$ cat src/design/hsvrgb_pkg.sv
// ----------------------------------------------------------------------------
// hsvrgb_pkg
// Types and constants shared by the HSV to RGB conversion pipeline.
// ----------------------------------------------------------------------------
package hsvrgb_pkg;

	// Input limits
	localparam logic [6:0] PCT_MAX    = 7'd100;
	localparam logic [8:0] HUE_LIMIT  = 9'd360;
	localparam logic [5:0] SECTOR_DEG = 6'd60;

	// One percent of value at the common scale of 600000
	localparam logic [12:0] FULL_STEP = 13'd6000;

	// Scaled channel width and the width after the multiply by 17
	localparam int unsigned NUM_W = 20;
	localparam int unsigned N17_W = 24;

	// Division by 625 through a reciprocal: floor(2^18 / 625)
	localparam logic [8:0]  RECIP       = 9'd419;
	localparam int unsigned RECIP_SHIFT = 18;
	localparam logic [9:0]  DIV_625     = 10'd625;

	// Hue sector codes, 60 degrees each
	localparam logic [2:0] SEC_0 = 3'd0;
	localparam logic [2:0] SEC_1 = 3'd1;
	localparam logic [2:0] SEC_2 = 3'd2;
	localparam logic [2:0] SEC_3 = 3'd3;
	localparam logic [2:0] SEC_4 = 3'd4;
	localparam logic [2:0] SEC_5 = 3'd5;

	// Per-channel numerators times 17, before the division by 40000
	typedef struct packed {
		logic [N17_W-1:0] r;
		logic [N17_W-1:0] g;
		logic [N17_W-1:0] b;
	} chan_nums_t;

endpackage

$ cat src/design/hsv_to_rgb_percent.sv
// ----------------------------------------------------------------------------
// hsv_to_rgb_percent
// HSV to 8-bit RGB conversion, hue in degrees, saturation and value in
// percent. Exact fixed-point arithmetic, channels truncated toward zero.
// ----------------------------------------------------------------------------
// Takes one pixel per clock: start is accepted in any cycle and busy is
// always low. Each transaction gives its result on red, green and blue,
// marked by a one-cycle done strobe, after the three conversion stages
// and the two stages of the divide by 625. Results cannot be held off,
// so the receiver must take done when it arrives. A hue of 360 or more
// gives black; saturation and value above 100 are treated as 100.
module hsv_to_rgb_percent
	import hsvrgb_pkg::*;
(
	input  logic       clk,
	input  logic       arst_n,
	input  logic       start,
	output logic       busy,
	input  logic [8:0] hue,
	input  logic [6:0] saturation,
	input  logic [6:0] brightness,
	output logic       done,
	output logic [7:0] red,
	output logic [7:0] green,
	output logic [7:0] blue
);

	logic       vld_s3;
	chan_nums_t nums_s3;
	logic       vld_s4, vld_s5;

	// Never stalls
	assign busy = 1'b0;

	// Sector select and chroma terms
	hsvrgb_front u_front (
		.clk        (clk),
		.arst_n     (arst_n),
		.in_valid   (start),
		.hue        (hue),
		.saturation (saturation),
		.brightness (brightness),
		.out_valid  (vld_s3),
		.nums       (nums_s3)
	);

	// Per-channel scaling to 0..255
	hsvrgb_scale u_scale_r (.clk(clk), .num(nums_s3.r), .chan(red));
	hsvrgb_scale u_scale_g (.clk(clk), .num(nums_s3.g), .chan(green));
	hsvrgb_scale u_scale_b (.clk(clk), .num(nums_s3.b), .chan(blue));

	// Valid follows the scaling stages
	always_ff @(posedge clk or negedge arst_n) begin
		if (!arst_n) begin
			vld_s4 <= 1'b0;
			vld_s5 <= 1'b0;
		end else begin
			vld_s4 <= vld_s3;
			vld_s5 <= vld_s4;
		end
	end

	assign done = vld_s5;

endmodule

$ cat src/design/hsvrgb_front.sv
// ----------------------------------------------------------------------------
// hsvrgb_front
// Clamps the inputs, finds the hue sector and distance, forms the chroma
// terms and selects the three channel numerators, times 17. Three register stages.
// ----------------------------------------------------------------------------
module hsvrgb_front
	import hsvrgb_pkg::*;
(
	input  logic       clk,
	input  logic       arst_n,
	input  logic       in_valid,
	input  logic [8:0] hue,
	input  logic [6:0] saturation,
	input  logic [6:0] brightness,
	output logic       out_valid,
	output chan_nums_t nums
);

	logic [6:0]  sat_c, val_c;
	logic [2:0]  sec_c;
	logic [8:0]  base_c;
	logic [6:0]  hm_c;
	logic [5:0]  dist_c;
	logic [8:0]  hm_full;

	logic        vld_s1, vld_s2, vld_s3;
	logic        blk_s1, blk_s2;
	logic [2:0]  sec_s1, sec_s2;
	logic [5:0]  dist_s1;
	logic [13:0] vs_s1;
	logic [6:0]  val_s1;
	logic [NUM_W-1:0] full_s2, vd_s2, v60_s2;

	logic [NUM_W-1:0] mid_c, zero_c, r_c, g_c, b_c;
	chan_nums_t  nums_s3;

	// Clamp percentages
	assign sat_c = (saturation > PCT_MAX) ? PCT_MAX : saturation;
	assign val_c = (brightness > PCT_MAX) ? PCT_MAX : brightness;

	// Sector and distance from the centre of the 120-degree pair
	always_comb begin
		if (hue < 9'd60) begin
			sec_c  = SEC_0;
			base_c = 9'd0;
		end else if (hue < 9'd120) begin
			sec_c  = SEC_1;
			base_c = 9'd0;
		end else if (hue < 9'd180) begin
			sec_c  = SEC_2;
			base_c = 9'd120;
		end else if (hue < 9'd240) begin
			sec_c  = SEC_3;
			base_c = 9'd120;
		end else if (hue < 9'd300) begin
			sec_c  = SEC_4;
			base_c = 9'd240;
		end else begin
			sec_c  = SEC_5;
			base_c = 9'd240;
		end
	end

	assign hm_full = hue - base_c;
	assign hm_c    = hm_full[6:0];
	assign dist_c  = (hm_c >= 7'(SECTOR_DEG)) ? 6'(hm_c - 7'(SECTOR_DEG))
	                                          : 6'(7'(SECTOR_DEG) - hm_c);

	// Valid pipeline
	always_ff @(posedge clk or negedge arst_n) begin
		if (!arst_n) begin
			vld_s1 <= 1'b0;
			vld_s2 <= 1'b0;
			vld_s3 <= 1'b0;
		end else begin
			vld_s1 <= in_valid;
			vld_s2 <= vld_s1;
			vld_s3 <= vld_s2;
		end
	end

	// Stage 1: sector, distance and v*s
	always_ff @(posedge clk) begin
		blk_s1  <= (hue >= HUE_LIMIT);
		sec_s1  <= sec_c;
		dist_s1 <= dist_c;
		vs_s1   <= 14'(sat_c) * 14'(val_c);
		val_s1  <= val_c;
	end

	// Stage 2: scaled products
	always_ff @(posedge clk) begin
		blk_s2  <= blk_s1;
		sec_s2  <= sec_s1;
		full_s2 <= NUM_W'(val_s1) * NUM_W'(FULL_STEP);
		vd_s2   <= NUM_W'(vs_s1) * NUM_W'(dist_s1);
		v60_s2  <= NUM_W'(vs_s1) * NUM_W'(SECTOR_DEG);
	end

	// Channel terms; never negative since v*s*60 <= v*6000
	assign mid_c  = full_s2 - vd_s2;
	assign zero_c = full_s2 - v60_s2;

	// Channel order by sector; out-of-range hue gives black
	always_comb begin
		unique case (sec_s2)
			SEC_0: begin r_c = full_s2; g_c = mid_c;   b_c = zero_c;  end
			SEC_1: begin r_c = mid_c;   g_c = full_s2; b_c = zero_c;  end
			SEC_2: begin r_c = zero_c;  g_c = full_s2; b_c = mid_c;   end
			SEC_3: begin r_c = zero_c;  g_c = mid_c;   b_c = full_s2; end
			SEC_4: begin r_c = mid_c;   g_c = zero_c;  b_c = full_s2; end
			default: begin r_c = full_s2; g_c = zero_c; b_c = mid_c;  end
		endcase
		if (blk_s2) begin
			r_c = '0;
			g_c = '0;
			b_c = '0;
		end
	end

	// Stage 3: times 17 as shift and add (255/600000 = 17/40000)
	always_ff @(posedge clk) begin
		nums_s3.r <= N17_W'(r_c) + (N17_W'(r_c) << 4);
		nums_s3.g <= N17_W'(g_c) + (N17_W'(g_c) << 4);
		nums_s3.b <= N17_W'(b_c) + (N17_W'(b_c) << 4);
	end

	assign out_valid = vld_s3;
	assign nums      = nums_s3;

endmodule

$ cat src/design/hsvrgb_scale.sv
// ----------------------------------------------------------------------------
// hsvrgb_scale
// Divides one channel numerator by 40000: a shift by 6, then division by
// 625 through a reciprocal multiply and one correction step. Two stages.
// ----------------------------------------------------------------------------
module hsvrgb_scale
	import hsvrgb_pkg::*;
(
	input  logic             clk,
	input  logic [N17_W-1:0] num,
	output logic [7:0]       chan
);

	localparam int unsigned T_W = N17_W - 6;
	localparam int unsigned P_W = T_W + 9;

	logic [T_W-1:0] t_c;
	logic [P_W-1:0] prod_c;
	logic [T_W-1:0] t_s4;
	logic [7:0]     q_s4;
	logic [T_W-1:0] rem_c;
	logic [7:0]     chan_s5;

	// Estimate is the quotient or one below it
	assign t_c    = num[N17_W-1:6];
	assign prod_c = P_W'(t_c) * P_W'(RECIP);

	always_ff @(posedge clk) begin
		t_s4 <= t_c;
		q_s4 <= prod_c[RECIP_SHIFT+7:RECIP_SHIFT];
	end

	// Correct the estimate from the remainder
	assign rem_c = t_s4 - T_W'(q_s4) * T_W'(DIV_625);

	always_ff @(posedge clk) begin
		chan_s5 <= (rem_c >= T_W'(DIV_625)) ? q_s4 + 8'd1 : q_s4;
	end

	assign chan = chan_s5;

endmodule

$ cat config.mk
export PLATFORM = sky130hd
export DESIGN_NAME = hsv_to_rgb_percent
export DESIGN_NICKNAME = d
export VERILOG_FILES = /design/src/design/hsvrgb_pkg.sv /design/src/design/hsv_to_rgb_percent.sv /design/src/design/hsvrgb_front.sv /design/src/design/hsvrgb_scale.sv
export SDC_FILE = /design/constraint.sdc
export NUM_CORES = 2
export LEC_CHECK = 0
export ABC_AREA = 1
export BUFFER_PORTS_ARGS = -buffer_cell sky130_fd_sc_hd__buf_2
export CAP_MARGIN = 20
export CELL_PAD_IN_SITES_DETAIL_PLACEMENT = 2
export CELL_PAD_IN_SITES_GLOBAL_PLACEMENT = 2
export CORE_MARGIN = 1.5
export CORE_UTILIZATION = 40
export DETAILED_ROUTE_END_ITERATION = 7
export PLACE_DENSITY = 0.84
export SYNTH_ARGS = -nofsm -noshare
export SYNTH_HDL_FRONTEND = slang
export SYNTH_SLANG_ARGS = --single-unit
$ cat constraint.sdc
create_clock -name clk -period 5.1 [get_ports clk]
set_input_delay 0.51 -clock clk [delete_from_list [all_inputs] [get_ports clk]]
set_output_delay 0.51 -clock clk [all_outputs]
set_load 0.1 [all_outputs]
==> flow_summary.json <==
{
  "worst_path_dominant_cell_family": "adder cells",
  "antenna_found_initial": 0,
  "pre_cts_slack_ns": -0.101,
  "share_of_layout_cells_above_drive_strength_1": 0.0542,
  "drt-total-wl_um": 145000,
  "die_w_um": 290,
  "cts.root.buffer_cell": "sky130_fd_sc_hd__clkbuf_16",
  "worst_pin_slew_ns": 1.00,
  "max_freq_mhz": 198,
  "yosysSeqAreaShare": 0.152,
  "critPathKind": "reg2reg",
  "initialDrtViolationCount": 1377,
  "drc": 0,
  "buffers_on_ports": 50,
  "grt_overflow_total": 0,
  "drt.antenna.violating_nets": 0,
  "initial_utilization": 0.403,
  "critPathBufInv": 6,
  "vias": 31000,
  "synth_top_cell_area_share": 0.225,
  "cts-htree-levels": 2,
  "fillers": 9468,
  "ports": 52,
  "gpl.final_weighted_congestion": 0.866,
  "syn-instance-count": 4329,
  "clock_sink_count": 250,
  "worst-r2r-setup-slack_ns": 0.04,
  "antenna_cells": 0,
  "syn-cell-area_um2": 33000,
  "crit_required_ns": 5.64,
  "post_syn_nets": 5250,
  "num-nets-final": 5362,
  "global_route_wire_length_before_repair_um": 221000,
  "synth_warnings": 0,
  "ys.flop_type": "sky130_fd_sc_hd__dfxtp_1",
  "worst_slew_margin_rel": 0.333,
  "slew_viol_final": 0,
  "layout_stage_area_growth_over_the_synthesis_result_pct": 9.85,
  "run_status": "complete, no violations",
  "setup_viol_count_final": 0,
  "path_clk_slew_ns": 0.06,
  "grt_start_max_net_pins": 33,
  "synthDistinctLibCells": 54,
  "avgViaCountPerCell": 5.59,
  "crit_path_max_fanout": 5,
  "floorplan.core_area_um2": 82000,
  "syn_area_per_cell_um2": 7.63,
  "crit_chain": "inv_2 > fa_1 > inv_1 > fa_1 > inv_1 > fa_1 > inv_1 > fa_1 > inv_1 > ha_1 > nand2_1 > nor2_1 > and2_1 > nand2_1 > nand2_1 > nand2_1 > nand2_1 > nand3_1 > nor2_4 > nand2_1 > nor2_4 > buf_4 > nand3_1 > nand2_1",
  "post-synth-top-area-cell": "sky130_fd_sc_hd__ha_1",
  "timing.final.crit_share": 0.992,
  "drv_cap": 0,
  "finalClockSkew_ns": 0.0413,
  "muxShareOfSynthArea": 0,
  "grt.total_usage": 0.338,
  "dominant_combinational_cell_family_by_area_after_synthesis": "adder cells",
  "timing.final.hold_violations": 0,
  "timing.critical_path.slowest_cell_delay_ns": 0.56,
  "post-route-min-period_ns": 5.06,
  "postSynthRegisterBits": 250,
  "critical-path-slowest-cell": "sky130_fd_sc_hd__fa_1",
  "post_dr_wirelength_cell_um": 26.1,
  "clock_insertion_delay_worst_skew_ns": 0.61,
  "synth-xor-area-share": 0.0530,
  "post_synth_and_or_nand_nor_area_fraction": 0.181,
  "post_synth_main_area_contributors": "sky130_fd_sc_hd__ha_1 (22%), sky130_fd_sc_hd__fa_1 (18%), sky130_fd_sc_hd__dfxtp_1 (15%)",
  "worst_setup_end_kind": "flop",
  "cts_inserted_buffers": 36,
  "fp.dieArea_um2": 84300,
  "vias_in_the_first_global_route": 36700,
  "synthArstFlopShare": 0.0200,
  "drt_pass1_iterations": 5,
  "slack_of_the_critical_path_ns": 0.0429,
  "dieHeight_um": 290,
  "cts_buffer_depth": 3,
  "critical_path.most_common_cell": "sky130_fd_sc_hd__nand2_1",
  "dp.final_hpwl_um": 98700,
  "arrival_ns": 5.59,
  "timing.hold.worst.class": "in2reg",
  "synth-compound-area-share": 0.0869,
  "cts_tree": "done",
  "startpoint_type": "flop",
  "rows": 105,
  "synth_enable_flop_cells": 0,
  "post_synth_fa_ha_maj_area_fraction": 0.407
}
[cell families after synthesis]
kind of cell | Yosys count
and+or+nand+nor | 1421
adders and majority gates | 895
DFF | 250
xor gates and xnor gates | 200
other | 1
buffers and inverters | 1045
AOI/OAI and AO/OA | 517
[final timing paths]
kind,startpoint,cells after the start,end
worst max-delay path,u_scale_g.q_s4[5],24,u_scale_g.chan[0]
worst min register to register,u_front.sec_s1[2],0,u_front.sec_s2[2]
worst max register to register,u_scale_g.q_s4[5],24,u_scale_g.chan[0]
min in group asynchronous,arst_n,2,u_front.vld_s1
max in group asynchronous,arst_n,2,u_front.out_valid
worst min-delay path,start,1,u_front.vld_s1
[routing by layer]
metal / track usage / vias to the layer above / part of all wire
li1: - / 13800 / -
met1: 0.368 / 15700 / 0.38
met2: 0.627 / 949 / 0.52
met3: 0.0458 / 517 / 0.040
met4: 0.191 / 0 / 0.064
met5: 0 / - / 0
[state kept, by name, summed over array words and instances, names as in the netlist, 3 cells and up]
| signal | flops |
|---|---|
| u_front.val_s1 | 7 |
| u_scale_r.chan | 8 |
| u_scale_r.t_s4 | 18 |
| u_scale_b.chan | 8 |
| u_front.nums | 54 |
| u_front.sec_s1 | 3 |
| u_scale_g.chan | 8 |
| u_scale_r.q_s4 | 8 |
| u_scale_b.t_s4 | 18 |
| u_front.sec_s2 | 3 |
| u_scale_g.q_s4 | 8 |
| u_front.v60_s2 | 18 |
| u_front.vs_s1 | 14 |
| u_scale_b.q_s4 | 8 |
| u_front.vd_s2 | 20 |
| u_front.dist_s1 | 6 |
| u_front.full_s2 | 16 |
| u_scale_g.t_s4 | 18 |
[cells in the final DEF, fill, tap and decap left out, types with 6 or more instances in the layout]
cell type,synthesis,routed
sky130_fd_sc_hd__inv_1,1006,1003
sky130_fd_sc_hd__nand2_1,824,821
sky130_fd_sc_hd__ha_1,594,591
sky130_fd_sc_hd__fa_1,301,301
sky130_fd_sc_hd__a21oi_1,266,263
sky130_fd_sc_hd__nor2_1,250,246
sky130_fd_sc_hd__dfxtp_1,245,240
sky130_fd_sc_hd__nand3_1,204,204
sky130_fd_sc_hd__xor2_1,150,150
sky130_fd_sc_hd__o21ai_0,138,137
sky130_fd_sc_hd__buf_4,2,51
sky130_fd_sc_hd__xnor2_1,50,50
sky130_fd_sc_hd__buf_2,2,50
sky130_fd_sc_hd__nand4_1,45,45
sky130_fd_sc_hd__clkbuf_16,0,37
sky130_fd_sc_hd__nor3_1,33,32
sky130_fd_sc_hd__a31oi_1,22,22
sky130_fd_sc_hd__nand3b_1,16,16
sky130_fd_sc_hd__nand2_2,14,15
sky130_fd_sc_hd__a21o_1,14,14
sky130_fd_sc_hd__o21bai_1,14,14
sky130_fd_sc_hd__o221ai_1,11,11
sky130_fd_sc_hd__o21a_1,10,10
sky130_fd_sc_hd__o211ai_1,10,10
sky130_fd_sc_hd__inv_2,7,9
sky130_fd_sc_hd__or2_2,9,9
sky130_fd_sc_hd__clkbuf_8,0,8
sky130_fd_sc_hd__nor2_2,6,7
sky130_fd_sc_hd__nand2_4,4,6
sky130_fd_sc_hd__clkinv_2,0,6
[what timing repair did]
action | 4_1_cts | 5_1_grt
hold buffers | 1 | 0
setup buffers | 2 | 8
cloned | 0 | 1
resized for setup | 4 | 34
hold endpoints to repair | 5 | 0
pin swaps | 1 | 8
setup endpoints to repair | 16 | 24
[Yosys cell counts, types with 5 or more instances]
library cell                instances
sky130_fd_sc_hd__inv_1           1006
sky130_fd_sc_hd__nand2_1          824
sky130_fd_sc_hd__ha_1             594
sky130_fd_sc_hd__fa_1             301
sky130_fd_sc_hd__a21oi_1          266
sky130_fd_sc_hd__nor2_1           250
sky130_fd_sc_hd__dfxtp_1          245
sky130_fd_sc_hd__nand3_1          204
sky130_fd_sc_hd__xor2_1           150
sky130_fd_sc_hd__o21ai_0          138
sky130_fd_sc_hd__xnor2_1           50
sky130_fd_sc_hd__nand4_1           45
sky130_fd_sc_hd__nor3_1            33
sky130_fd_sc_hd__a31oi_1           22
sky130_fd_sc_hd__clkbuf_1          22
sky130_fd_sc_hd__nand3b_1          16
sky130_fd_sc_hd__a21o_1            14
sky130_fd_sc_hd__nand2_2           14
sky130_fd_sc_hd__o21bai_1          14
sky130_fd_sc_hd__o221ai_1          11
sky130_fd_sc_hd__o211ai_1          10
sky130_fd_sc_hd__o21a_1            10
sky130_fd_sc_hd__or2_2              9
sky130_fd_sc_hd__inv_2              7
sky130_fd_sc_hd__nor2_2             6
sky130_fd_sc_hd__dfrtp_1            5
sky130_fd_sc_hd__nor4_1             5
sky130_fd_sc_hd__o2111ai_1          5
[per-stage QoR]
| step | utilization | area [um^2] | instances | hold WS (ns) | setup TNS [ns] |
|---|---|---|---|---|---|
| floorplan | - | 33000 | 4329 | 0.214 | 0 |
| global route | 0.443 | 36300 | 5536 | 0.0227 | -1.66 |
| CTS | 0.440 | 36100 | 5527 | 0.0178 | -0.00669 |
| detailed placement | 0.424 | 34800 | 5461 | 0.315 | -0.179 |
| global placement | 0.424 | 34800 | 5461 | 0.316 | 0 |
| finish | 0.443 | 36300 | 5536 | 0.0330 | 0 |
[area by class of cell]
type / instances / area (um^2) / area share
repair inverters: 1 / 5.00 / 0.000138
clock inverters: 15 / 214 / 0.00589
clock buffers: 48 / 1050 / 0.0289
inverters: 1016 / 3820 / 0.105
repair buffers: 102 / 643 / 0.0177
multi-input cells: 3034 / 24200 / 0.666
flip-flops and latches: 250 / 5040 / 0.139
well taps: 1070 / 1340 / 0.0369
Power is left out: the tool's default activity adds up to more than one toggle a clock period on the data nets, which glitch-free logic cannot reach.
